<file path="src/hdl/ped_pkg.sv">
// ped_pkg: shared types and constants for the percent escape decoder
// holds the output run record passed from the decode core to the top level
// no dependencies

package ped_pkg;

    // most output bytes one input request can cause
    localparam int RUN_MAX = 6;
    localparam int CNT_W   = 3;

    typedef logic [7:0] byte_t;
    typedef logic [CNT_W-1:0] cnt_t;

    // bytes produced by one request, in order, and how many are valid
    typedef struct packed {
        byte_t [RUN_MAX-1:0] bytes;
        cnt_t                count;
    } run_t;

    // append one byte to a run, ignoring overflow past RUN_MAX
    function automatic run_t run_push(run_t r, byte_t b);
        run_t res;
        res = r;
        if (r.count < cnt_t'(RUN_MAX))
        begin
            res.bytes[r.count] = b;
            res.count          = r.count + cnt_t'(1);
        end
        return res;
    endfunction

endpackage

</file>
<file path="src/hdl/percent_escape_decoder_unit.sv">
// the first output byte of a request is valid in the cycle after acceptance
// throughput: one request per cycle while each causes at most one byte and the receiver
// is ready; a request causing more bytes holds the input until its last byte is taken
// reset: scanner returns to idle with nothing held, output run register empties
// depends on ped_pkg and ped_core

module percent_escape_decoder_unit (
    input  logic       clk,
    input  logic       rst_n,
    input  logic       in_valid,
    output logic       in_ready,
    input  logic [7:0] in_byte,
    input  logic       end_of_stream,
    output logic       out_valid,
    input  logic       out_ready,
    output logic [7:0] out_byte,
    output logic       last_of_run
);

    ped_pkg::run_t                         run;
    ped_pkg::byte_t [ped_pkg::RUN_MAX-1:0] buf_reg, buf_next;
    ped_pkg::cnt_t                         cnt_reg, cnt_next;
    logic                                  in_fire, out_fire;

    // take a request when the run register is empty or about to empty
    assign in_ready = (cnt_reg == '0) || (cnt_reg == ped_pkg::cnt_t'(1) && out_ready);
    assign in_fire  = in_valid && in_ready;
    assign out_fire = out_valid && out_ready;

    ped_core u_core (
        .clk           (clk),
        .rst_n         (rst_n),
        .accept        (in_fire),
        .in_byte       (in_byte),
        .end_of_stream (end_of_stream),
        .run           (run)
    );

    // run register: load a new run, or shift one byte out
    always_comb
    begin
        buf_next = buf_reg;
        cnt_next = cnt_reg;
        if (in_fire && run.count != '0)
        begin
            buf_next = run.bytes;
            cnt_next = run.count;
        end
        else if (out_fire)
        begin
            for (int i = 0; i < ped_pkg::RUN_MAX - 1; i++)
                buf_next[i] = buf_reg[i+1];
            cnt_next = cnt_reg - ped_pkg::cnt_t'(1);
        end
    end

    always_ff @(posedge clk or negedge rst_n)
    begin
        if (!rst_n)
            cnt_reg <= '0;
        else
            cnt_reg <= cnt_next;
    end

    always_ff @(posedge clk)
    begin
        buf_reg <= buf_next;
    end

    assign out_valid   = (cnt_reg != '0);
    assign out_byte    = buf_reg[0];
    assign last_of_run = (cnt_reg == ped_pkg::cnt_t'(1));

    // checks
    a_run_shows: assert property (@(posedge clk) disable iff (!rst_n)
        (in_fire && run.count != '0) |=> (out_valid && cnt_reg == $past(run.count)))
        else $error("loaded run not presented");

    a_cnt_bound: assert property (@(posedge clk) disable iff (!rst_n)
        cnt_reg <= ped_pkg::cnt_t'(ped_pkg::RUN_MAX))
        else $error("run count beyond maximum");

    a_last_drains: assert property (@(posedge clk) disable iff (!rst_n)
        (out_fire && last_of_run && !in_fire) |=> !out_valid)
        else $error("output still valid after last byte of run");

    a_no_overwrite: assert property (@(posedge clk) disable iff (!rst_n)
        (in_fire && out_valid) |-> (last_of_run && out_ready))
        else $error("request accepted over undelivered bytes");

endmodule

</file>
<file path="src/hdl/ped_core.sv">
// ped_core: escape scanning state machine and per-request run builder
// depends on ped_pkg for run_t and run_push

module ped_core (
    input  logic           clk,
    input  logic           rst_n,
    input  logic           accept,
    input  logic [7:0]     in_byte,
    input  logic           end_of_stream,
    output ped_pkg::run_t  run
);

    typedef enum logic [2:0] {
        PH_IDLE,
        PH_PCT,
        PH_DIG,
        PH_CR,
        PH_CR_PCT,
        PH_CR_DIG
    } phase_t;

    localparam ped_pkg::byte_t CH_PCT = 8'h25;
    localparam ped_pkg::byte_t CH_CR  = 8'h0D;
    localparam ped_pkg::byte_t CH_LF  = 8'h0A;
    localparam ped_pkg::byte_t [5:0] BR_TEXT = {8'h3E, 8'h2F, 8'h20, 8'h72, 8'h62, 8'h3C};

    // hex digit check: {is_hex, value}, nul never counts
    function automatic logic [4:0] hex_decode(ped_pkg::byte_t b);
        logic [4:0] res;
        res = 5'b0;
        if (b >= 8'h30 && b <= 8'h39)
            res = {1'b1, b[3:0]};
        else if ((b >= 8'h41 && b <= 8'h46) || (b >= 8'h61 && b <= 8'h66))
            res = {1'b1, b[3:0] + 4'd9};
        return res;
    endfunction

    phase_t         phase_reg, phase_next, phase_mid;
    ped_pkg::byte_t held_reg, held_next;
    logic [4:0]     hv, hh;
    ped_pkg::byte_t pair;
    ped_pkg::run_t  r;

    assign hv   = hex_decode(in_byte);
    assign hh   = hex_decode(held_reg);
    assign pair = {hh[3:0], hv[3:0]};

    // byte handling, then flush of held bytes at end of stream
    always_comb
    begin
        r         = '0;
        phase_mid = PH_IDLE;
        held_next = held_reg;
        case (phase_reg)
            PH_PCT:
            begin
                if (hv[4])
                begin
                    held_next = in_byte;
                    phase_mid = PH_DIG;
                end
                else
                begin
                    r = ped_pkg::run_push(r, CH_PCT);
                    r = ped_pkg::run_push(r, in_byte);
                end
            end
            PH_DIG:
            begin
                if (hv[4])
                begin
                    if (pair == CH_CR)
                        phase_mid = PH_CR;
                    else
                        r = ped_pkg::run_push(r, pair);
                end
                else
                begin
                    r = ped_pkg::run_push(r, CH_PCT);
                    r = ped_pkg::run_push(r, held_reg);
                    r = ped_pkg::run_push(r, in_byte);
                end
            end
            PH_CR:
            begin
                if (in_byte == CH_PCT)
                    phase_mid = PH_CR_PCT;
                else
                begin
                    r = ped_pkg::run_push(r, CH_CR);
                    r = ped_pkg::run_push(r, in_byte);
                end
            end
            PH_CR_PCT:
            begin
                if (hv[4])
                begin
                    held_next = in_byte;
                    phase_mid = PH_CR_DIG;
                end
                else
                begin
                    r = ped_pkg::run_push(r, CH_CR);
                    r = ped_pkg::run_push(r, CH_PCT);
                    r = ped_pkg::run_push(r, in_byte);
                end
            end
            PH_CR_DIG:
            begin
                if (hv[4])
                begin
                    if (pair == CH_LF)
                    begin
                        r.bytes = BR_TEXT;
                        r.count = ped_pkg::cnt_t'(ped_pkg::RUN_MAX);
                    end
                    else
                    begin
                        r = ped_pkg::run_push(r, CH_CR);
                        r = ped_pkg::run_push(r, pair);
                    end
                end
                else
                begin
                    r = ped_pkg::run_push(r, CH_CR);
                    r = ped_pkg::run_push(r, CH_PCT);
                    r = ped_pkg::run_push(r, held_reg);
                    r = ped_pkg::run_push(r, in_byte);
                end
            end
            default:
            begin
                if (in_byte == CH_PCT)
                    phase_mid = PH_PCT;
                else
                    r = ped_pkg::run_push(r, in_byte);
            end
        endcase

        phase_next = phase_mid;
        if (end_of_stream)
        begin
            phase_next = PH_IDLE;
            case (phase_mid)
                PH_PCT:
                    r = ped_pkg::run_push(r, CH_PCT);
                PH_DIG:
                begin
                    r = ped_pkg::run_push(r, CH_PCT);
                    r = ped_pkg::run_push(r, held_next);
                end
                PH_CR:
                    r = ped_pkg::run_push(r, CH_CR);
                PH_CR_PCT:
                begin
                    r = ped_pkg::run_push(r, CH_CR);
                    r = ped_pkg::run_push(r, CH_PCT);
                end
                PH_CR_DIG:
                begin
                    r = ped_pkg::run_push(r, CH_CR);
                    r = ped_pkg::run_push(r, CH_PCT);
                    r = ped_pkg::run_push(r, held_next);
                end
                default:
                    ;
            endcase
        end
    end

    assign run = r;

    // scanner state, advanced once per accepted request
    always_ff @(posedge clk or negedge rst_n)
    begin
        if (!rst_n)
        begin
            phase_reg <= PH_IDLE;
            held_reg  <= '0;
        end
        else if (accept)
        begin
            phase_reg <= phase_next;
            held_reg  <= held_next;
        end
    end

endmodule

</file>
<file path="config.mk">
export PLATFORM = sky130hd
export DESIGN_NAME = percent_escape_decoder_unit
export DESIGN_NICKNAME = d
export VERILOG_FILES = /design/src/hdl/ped_pkg.sv /design/src/hdl/percent_escape_decoder_unit.sv /design/src/hdl/ped_core.sv
export SDC_FILE = /design/constraint.sdc
export NUM_CORES = 1
export LEC_CHECK = 0
export BUFFER_PORTS_ARGS = -buffer_cell sky130_fd_sc_hd__buf_2
export CORE_MARGIN = 10
export CORE_UTILIZATION = 45
export DETAILED_ROUTE_END_ITERATION = 12
export PLACE_DENSITY = 0.6
export SYNTH_ARGS = -nofsm -noshare
export SYNTH_HDL_FRONTEND = slang
export SYNTH_SLANG_ARGS = --single-unit
</file>
<file path="constraint.sdc">
create_clock -name clk -period 7.56 [get_ports clk]
set_input_delay 0.378 -clock clk [delete_from_list [all_inputs] [get_ports clk]]
set_output_delay 0.378 -clock clk [all_outputs]
set_load 0.005 [all_outputs]
</file>
==> results of run 1 <==
## metal layers
| metal | part of all wire | track usage | vias to the layer above |
|---|---|---|---|
| met5 | 0 | 0 | - |
| met4 | 0.014 | 0.0488 | 0 |
| met3 | 0.071 | 0.0324 | 17 |
| met2 | 0.49 | 0.313 | 169 |
| met1 | 0.43 | 0.239 | 1942 |
| li1 | - | - | 1891 |
## worst max-delay path, cell delays in order (launching register included)
cell and delay [ns]:
dfrtp_1 0.53, inv_1 0.14, ha_1 0.21, nor3b_1 0.39
a311oi_4 0.09, o22ai_2 0.33, nand3_1 0.23, a221o_1 0.51
ha_1 0.47, nand2b_1 0.23, ha_1 0.27, and3b_1 0.21
o21ai_0 0.18, o211ai_1 0.19, a21oi_1 0.36, nor2_1 0.07
o32a_2 0.38, a21oi_4 0.13, buf_4 0.62, mux2_1 0.39
## power by group through the flow
stage	clock network (uW)	logic (uW)	registers [uW]
after floorplan	0	434	603
after global placement	0	509	617
after detailed placement	0	520	622
after CTS	363	523	614
after global routing	381	567	626
final	357	519	613
## placed cells by master (no fill, tap or decap), types with 4 or more instances in the layout
cell type  netlist  routed
dfrtp_1         14      14
nor2b_1          8       8
o211ai_1         9       9
nand3_1         14      14
o31ai_1          4       4
and2_1           6       6
nand2b_1         9       8
a21o_1           5       5
a22oi_1          4       4
edfxtp_1        48      48
a31oi_1          6       6
mux2_4          26      26
o22ai_1          7       7
a221oi_1         4       4
inv_1           23      23
a21oi_1         31      31
o21ai_0         42      42
buf_2            5      23
mux2i_1         14      14
or3_1            5       5
o221ai_1         4       4
nand2_1         46      46
nor2_1          34      34
o21ai_1          5       5
ha_1            12      12
nor3_1           5       5
clkbuf_8         0       9
## worst min path at each step
stage	start	endpoint	slack, ns
final	end_of_stream	u_core.phase_reg[1]	0.34
after detailed placement	rst_n	cnt_reg[0]	0.33
after global routing	end_of_stream	u_core.phase_reg[2]	0.34
after floorplan	rst_n	cnt_reg[0]	0.08
after global placement	rst_n	cnt_reg[0]	0.32
after CTS	end_of_stream	u_core.phase_reg[2]	0.33
## area by class of cell
type	count	area [um2]
flip-flops and latches	62	1790
well taps	136	170
repair buffers	27	148
fillers	965	5220
clock inverters	6	110
multi-input cells	378	2710
inverters	24	90.1
clock buffers	10	128
## logic make-up (layout without fill, tap and decap cells)
group,count (synthesis),count (layout)
buf+inv,61,67
other cells,1,1
mux,43,43
simple gates,155,155
compound gates,164,164
fa+ha+maj,12,12
xor+xnor,3,3
flops,62,62
## through the flow
stage          cell area (um2)  hold slack [ns]  power, uW
3_3_place_gp              4900            0.325       1130
2_1_floorplan             4790           0.0824       1040
3_5_place_dp              4900            0.330       1140
5_1_grt                   5150            0.345       1570
4_1_cts                   5150            0.327       1500
6_report                  5150            0.335       1490
==> impl_metrics.csv, run 1 <==
group,metric,value,unit
clocking,clk_pin_slew,0.08,ns
worst_setup_path,end_kind,"flip-flop",
clocking,cts_max_path_buffers,2,
worst_setup_path,cp-startpoint,"u_core.held_reg[1]",
worst_setup_path,endpoint,"out_byte[1]",
detailed_routing,drcViolationCount,0,
place,gp_congestion,0.920,
floorplan,fp.dieArea,15200,um2
clocking,cts_inserted_buffers,9,
place,dpl.hpwl,10400,um
place,port_buffers,23,
power_and_ir_drop,p_sw_frac,0.313,
layout,fin_cells,643,
synth,syn-num-nets,526,
layout,drive_gt1_frac,0.170,
worst_hold_path,hold_depth,2,
synth,synth_top_family_by_area,"compound AO/OA/AOI/OAI gates",
detailed_routing,dr.pass1.iters,5,
synth,synthMostInstantiatedCell,"edfxtp_1",
timing,relSlewSlack,0.181,
timing,final.setup.tns,0,ns
worst_setup_path,reg2reg_depth,19,
layout,final_nets,527,
place,dp_cells,626,
place,preCtsSetupSlack,1.27,ns
power_and_ir_drop,p_clk_frac,0.240,
timing,finalCritPeriodShare,0.826,
power_and_ir_drop,power_frac_comb,0.348,
clocking,cts-resized-gates,0,
clocking,worstSkewPairLatency,0.34,ns
grt,gr-total-overflow,0,
synth,yosys.area_share.simple,0.177,
synth,synth_cells,501,
timing,finalCriticalPeriod,6.24,ns
timing,worst_slew_pin_slew,1.22,ns
timing,setup_viol,0,
synth,synth_mux_area_frac,0.118,
detailed_routing,ant_nets,0,
worst_setup_path,crit_arrival,6.32,ns
clocking,postCtsHoldBufs,1,
power_and_ir_drop,total_switching_power,466,uW
layout,areaGrowthSynthToFinish,7.44,%
worst_setup_path,worstReg2RegEnd,"out_byte[1]",
worst_setup_path,rrSetupSlack,1.32,ns
grt,grt_max_degree,49,
worst_setup_path,path_max_fanout,48,
timing,rsz0062_at_grt,"false",
synth,synth_ff_type,"edfxtp_1",
floorplan,die_h,123,um
worst_setup_path,crit_type,"flip-flop to flip-flop",
outcome,status,"finished clean",
worst_setup_path,r2r_start,"u_core.held_reg[1]",
synth,synthAdderAreaFrac,0.0313,
detailed_routing,viasPerCell,6.25,
timing,finalHoldViolations,0,
synth,ys_async_sr_fraction,0.226,
synth,ys_top_cells_by_area,"edfxtp_1 (30%), mux2_4 (8.1%), dfrtp_1 (7.3%)",
grt,grt_first_pass_wirelength,21500,um
synth,yosys.cell_types.count,81,
detailed_routing,routed_wl,14000,um
synth,avgSynthCellArea,9.57,um2
power_and_ir_drop,seqPwrFrac,0.411,
clocking,cts.sinks,62,
synth,synth-xor-area-share,0.00548,
synth,synth_edf_count,48,
clocking,root_buffer,"clkbuf_8",
floorplan,design.core.area,10400,um2
synth,synth_compound_area_frac,0.233,
synth,synth_common_cells,"edfxtp_1 (48), nand2_1 (46), o21ai_0 (42)",
power_and_ir_drop,ir_drop,0.000256,V
clocking,postCtsSetupBuffers,0,
floorplan,start_util,0.462,
synth,synth_warnings,0,
synth,synth_area,4790,um2
floorplan,die_w,123,um
detailed_routing,drt_iter0_drc,491,
power_and_ir_drop,leakagePower,0.00198,uW
grt,grt_pass1_vias,3760,
floorplan,ios,24,
layout,diodes,0,
synth,synth.ff_latch_count,62,
clocking,cts_tree,"built",
detailed_routing,vias,4019,
timing,drv_slew,0,
timing,clock.fmax,0.160,GHz
floorplan,fp-row-count,37,
clocking,cts-htree-levels,3,
synth,ys_seq_area_frac,0.374,
grt,grt_antenna_before_repair,0,
power_and_ir_drop,power.internal,1020,uW
layout,largest_reg_flops,40,
layout,post-route-util,0.497,
worst_setup_path,cp-start-kind,"flip-flop",
timing,skew,0.0119,ns
synth,synth_top_area_share,0.301,
detailed_routing,wl_per_cell,21.7,um
grt,grt_usage,0.185,
run,maxCapViolations,0,
synth,synth_top_area_cell,"edfxtp_1",
worst_hold_path,hold_path_class,"input pin to flip-flop",
timing,setup_ws,1.32,ns
worst_setup_path,required,7.64,ns
power_and_ir_drop,power-per-cell-area,289,nW/um2
Power figures use the tool's default switching activity.
==> run 2: changes to the inputs <==
Clock period 7.56 ns to 6.3 ns, I/O delays scaled along.
==> impl_metrics.csv, run 2 (synthesis results as in run 1) <==
group,metric,value,unit
outcome,status,"finished clean",
clocking,clk_pin_slew,0.07,ns
grt,grt_max_degree,41,
timing,skew,0.0114,ns
timing,rsz0062_at_grt,"false",
timing,finalCritPeriodShare,0.935,
worst_setup_path,end_kind,"flip-flop",
detailed_routing,viasPerCell,6.29,
worst_setup_path,cp-start-kind,"flip-flop",
timing,clock.fmax,0.170,GHz
worst_hold_path,hold_path_class,"input pin to flip-flop",
grt,grt_pass1_vias,3867,
layout,diodes,0,
layout,drive_gt1_frac,0.179,
floorplan,fp.dieArea,15200,um2
floorplan,start_util,0.462,
grt,gr-total-overflow,0,
detailed_routing,drt_iter0_drc,402,
layout,mostFrequentLayoutCells,"edfxtp_1 (48), nand2_1 (46), o21ai_0 (42), nor2_1 (34), a21oi_1 (31)",
place,gp_congestion,0.921,
timing,relSlewSlack,0.196,
detailed_routing,dr.pass1.iters,6,
place,port_buffers,23,
layout,regArea,1790,um2
layout,final_common_cell,"edfxtp_1",
layout,fill_cells,977,
floorplan,fp-row-count,37,
grt,grt_usage,0.190,
clocking,cts-htree-levels,3,
clocking,postCtsSetupBuffers,0,
place,dp_cells,632,
power_and_ir_drop,power-per-cell-area,333,nW/um2
grt,grt_antenna_before_repair,0,
grt,grt_first_pass_wirelength,22200,um
timing,final.setup.tns,0,ns
clocking,worstSkewPairLatency,0.35,ns
worst_setup_path,crit_arrival,5.92,ns
power_and_ir_drop,ir_drop,0.000275,V
place,preCtsSetupSlack,0.378,ns
timing,setup_ws,0.407,ns
detailed_routing,wl_per_cell,22.2,um
timing,fin_hold_ws,0.269,ns
worst_setup_path,path_max_fanout,40,
clocking,cts.sinks,62,
place,dpl.hpwl,10600,um
layout,multi_input_area,2720,um2
layout,final_nets,533,
worst_setup_path,crit_type,"flip-flop to flip-flop",
floorplan,design.core.area,10400,um2
power_and_ir_drop,leakagePower,0.00199,uW
clocking,root_buffer,"clkbuf_8",
floorplan,die_h,123,um
worst_setup_path,rrSetupSlack,0.41,ns
detailed_routing,drcViolationCount,0,
timing,drv_slew,0,
detailed_routing,routed_wl,14400,um
detailed_routing,ant_nets,0,
clocking,cts_inserted_buffers,9,
floorplan,ios,24,
run,maxCapViolations,0,
detailed_routing,vias,4082,
floorplan,die_w,123,um
clocking,cts_tree,"built",
timing,setup_viol,0,
timing,finalCriticalPeriod,5.89,ns
worst_setup_path,required,6.33,ns
layout,areaGrowthSynthToFinish,7.89,%
layout,largest_reg_flops,40,
layout,fin_cells,649,
timing,finalHoldViolations,0,
timing,worst_slew_pin_slew,1.20,ns
clocking,cts_max_path_buffers,2,
run 2: critical path, cell delays in order, from the launching register on:
cell and delay [ns]:
dfrtp_1 0.54, inv_1 0.15, ha_1 0.23, nor3b_2 0.30, a311oi_4 0.09, o22ai_2 0.32
nand3_1 0.24, a221o_1 0.51, ha_1 0.48, nand2b_1 0.23, ha_1 0.25, and3b_1 0.21
o21ai_0 0.17, o211ai_1 0.18, a21oi_1 0.34, nor2_1 0.07, o32a_2 0.38, a21oi_4 0.17
buf_12 0.27, nand2b_2 0.19, buf_12 0.23
run 2: where the power goes:
group          switching (uW)  leakage [uW]  internal (uW)  total (uW)
combinational             343       0.00124            311         653
sequential               58.7      0.000660            674         733
clock                     154     0.0000907            180         334
run 2: per-layer routing:
metal / global-route usage / share of wire / vias to the layer above
met5: 0 / 0 / -
met4: 0.0648 / 0.023 / 0
met3: 0.0465 / 0.093 / 30
met2: 0.308 / 0.48 / 203
met1: 0.242 / 0.41 / 1947
li1: - / - / 1902
run 2: final timing paths:
check / from / endpoint / cells after the start
max: u_core.held_reg[1] / buf_reg[8] / 20
min: end_of_stream / u_core.phase_reg[1] / 2
max reg2reg: u_core.held_reg[1] / buf_reg[8] / 20
min reg2reg: buf_reg[22] / buf_reg[14] / 1
max in group asynchronous: rst_n / u_core.held_reg[0] / 2
min in group asynchronous: rst_n / cnt_reg[1] / 2
run 2: area by class of cell:
cell class	instances	share of cell area
clock inverter	5	0.00992
timing repair buffer	33	0.0421
sequential	62	0.347
clock buffer	11	0.0254
multi-input combinational	378	0.525
inverter	24	0.0174
tap	136	0.0329
run 2: stage by stage:
step	util	instance area [um2]	power, uW
3_5_place_dp	0.479	4970	1390
4_1_cts	0.498	5160	1730
2_1_floorplan	-	4790	1240
6_report	0.499	5170	1720
3_3_place_gp	0.479	4970	1370
5_1_grt	0.499	5170	1820
run 2: what timing repair did:
item,CTS,global route
hold buffers,1,0
gates resized for setup,0,2
hold endpoints to repair,14,0
setup endpoints to repair,0,41
==> run 3: changes to the inputs <==
Settings changed: BUFFER_PORTS_ARGS -buffer_cell sky130_fd_sc_hd__buf_2 to -buffer_cell sky130_fd_sc_hd__clkbuf_2.
==> impl_metrics.csv, run 3 (synthesis results as in run 1) <==
group,metric,value,unit
clocking,clk_pin_slew,0.08,ns
layout,mostFrequentLayoutCells,"edfxtp_1 (48), nand2_1 (46), o21ai_0 (42), nor2_1 (34), a21oi_1 (31)",
place,gp_congestion,0.961,
worst_setup_path,r2r_start,"u_core.held_reg[1]",
layout,largest_reg_flops,40,
power_and_ir_drop,power-per-cell-area,336,nW/um2
floorplan,fp-row-count,37,
timing,final.setup.tns,0,ns
grt,gr-total-overflow,0,
grt,grt_first_pass_wirelength,22000,um
worst_setup_path,crit_type,"flip-flop to flip-flop",
clocking,cts_max_path_buffers,2,
grt,grt_pass1_vias,3896,
detailed_routing,vias,4079,
layout,final_common_cell,"edfxtp_1",
run,maxCapViolations,0,
worst_setup_path,cp-start-kind,"flip-flop",
worst_setup_path,crit_arrival,5.92,ns
worst_hold_path,holdPathEnd,"u_core.phase_reg[1]",
place,dp_cells,630,
layout,drive_gt1_frac,0.174,
timing,setup_viol,0,
outcome,status,"finished clean",
detailed_routing,drcViolationCount,0,
layout,areaGrowthSynthToFinish,7.83,%
detailed_routing,wl_per_cell,21.6,um
layout,fill_cells,1018,
place,dpl.hpwl,10300,um
floorplan,die_h,123,um
timing,clock.fmax,0.172,GHz
place,preCtsSetupSlack,0.468,ns
timing,relSlewSlack,0.253,
floorplan,die_w,123,um
layout,fin_cells,647,
worst_setup_path,path_max_fanout,48,
clocking,cts-htree-levels,3,
floorplan,ios,24,
grt,grt_usage,0.187,
timing,skew,0.0146,ns
grt,grt_antenna_before_repair,0,
detailed_routing,dr.pass1.iters,5,
worst_setup_path,worstReg2RegEnd,"out_byte[1]",
floorplan,start_util,0.462,
layout,final_nets,531,
detailed_routing,viasPerCell,6.30,
timing,fin_hold_ws,0.303,ns
detailed_routing,ant_nets,0,
timing,finalCritPeriodShare,0.925,
timing,drv_slew,0,
clocking,cts.sinks,62,
floorplan,fp.dieArea,15200,um2
grt,grt_max_degree,49,
clocking,cts-resized-gates,0,
timing,finalHoldViolations,0,
clocking,worstSkewPairLatency,0.34,ns
timing,rsz0062_at_grt,"false",
layout,diodes,0,
timing,worst_slew_pin_slew,1.11,ns
clocking,cts_inserted_buffers,9,
power_and_ir_drop,ir_drop,0.000353,V
worst_setup_path,required,6.39,ns
worst_setup_path,end_kind,"flip-flop",
clocking,postCtsSetupBuffers,0,
power_and_ir_drop,leakagePower,0.00199,uW
timing,setup_ws,0.470,ns
worst_hold_path,hold_path_class,"input pin to flip-flop",
worst_hold_path,hp-start,"end_of_stream",
clocking,postCtsHoldBufs,1,
worst_setup_path,rrSetupSlack,0.47,ns
worst_hold_path,hold_depth,2,
power_and_ir_drop,power,1740,uW
floorplan,design.core.area,10400,um2
clocking,root_buffer,"clkbuf_8",
detailed_routing,drt_iter0_drc,503,
worst_setup_path,cp-startpoint,"u_core.held_reg[1]",
timing,finalCriticalPeriod,5.83,ns
layout,regArea,1790,um2
detailed_routing,routed_wl,14000,um
layout,multi_input_area,2710,um2
place,port_buffers,23,
clocking,cts_tree,"built",
worst_setup_path,reg2reg_depth,21,
[run 3: cell types whose count changed in the layout (fill, tap and decap cells not counted)]
cell / delta
dfrtp_1: +1
nor3b_2: -1
clkinv_2: -1
clkbuf_2: +23
buf_4: -2
clkbuf_1: -1
clkbuf_8: +2
nor3b_1: +1
dfrtp_2: -1
buf_2: -23
[run 3: power by group]
part / switching (uW) / internal [uW]
clock: 164 / 203
sequential: 58.6 / 674
combinational: 335 / 304
[run 3: worst max path at each step]
stage	endpoint	slack [ns]	cells after the start
final	out_byte[1]	0.47	21
after global routing	out_byte[0]	0.1	19
after CTS	out_byte[1]	0.54	21
after detailed placement	out_byte[1]	0.47	22
after global placement	out_byte[0]	0.56	22
after floorplan	buf_reg[10]	0.24	23
[run 3: area by class of cell]
class | count | share of cell area
Timing Repair Buffer | 31 | 0.0392
Tap cell | 136 | 0.0329
Clock inverter | 4 | 0.00896
Clock buffer | 12 | 0.0300
Sequential cell | 62 | 0.347
Multi-Input combinational cell | 378 | 0.525
Inverter | 24 | 0.0174
[run 3: routing by layer]
layer	part of all wire	track usage	up-vias
li1	-	-	1897
met1	0.42	0.239	1962
met2	0.47	0.299	190
met3	0.076	0.0456	30
met4	0.032	0.0721	0
met5	0	0	-
[run 3: stage by stage]
| stage | utilization | cell area [um2] |
|---|---|---|
| after detailed placement | 0.478 | 4960 |
| after CTS | 0.498 | 5170 |
| final | 0.498 | 5170 |
| after floorplan | - | 4790 |
| after global placement | 0.478 | 4960 |
| after global routing | 0.498 | 5170 |
[run 3: worst max-delay path, stage by stage, from the launching register on]
cell,delay [ns]
dfrtp_1,0.52
inv_1,0.14
ha_1,0.23
nor3b_1,0.41
a311oi_4,0.09
o22ai_2,0.33
nand3_1,0.27
a221o_1,0.39
ha_1,0.40
nand2b_1,0.22
ha_1,0.32
nor2_1,0.11
a21o_1,0.22
inv_2,0.09
ha_1,0.29
a21oi_1,0.06
o21a_1,0.14
a2bb2oi_1,0.35
nor4_4,0.09
a21oi_4,0.19
buf_12,0.33
mux2_1,0.36
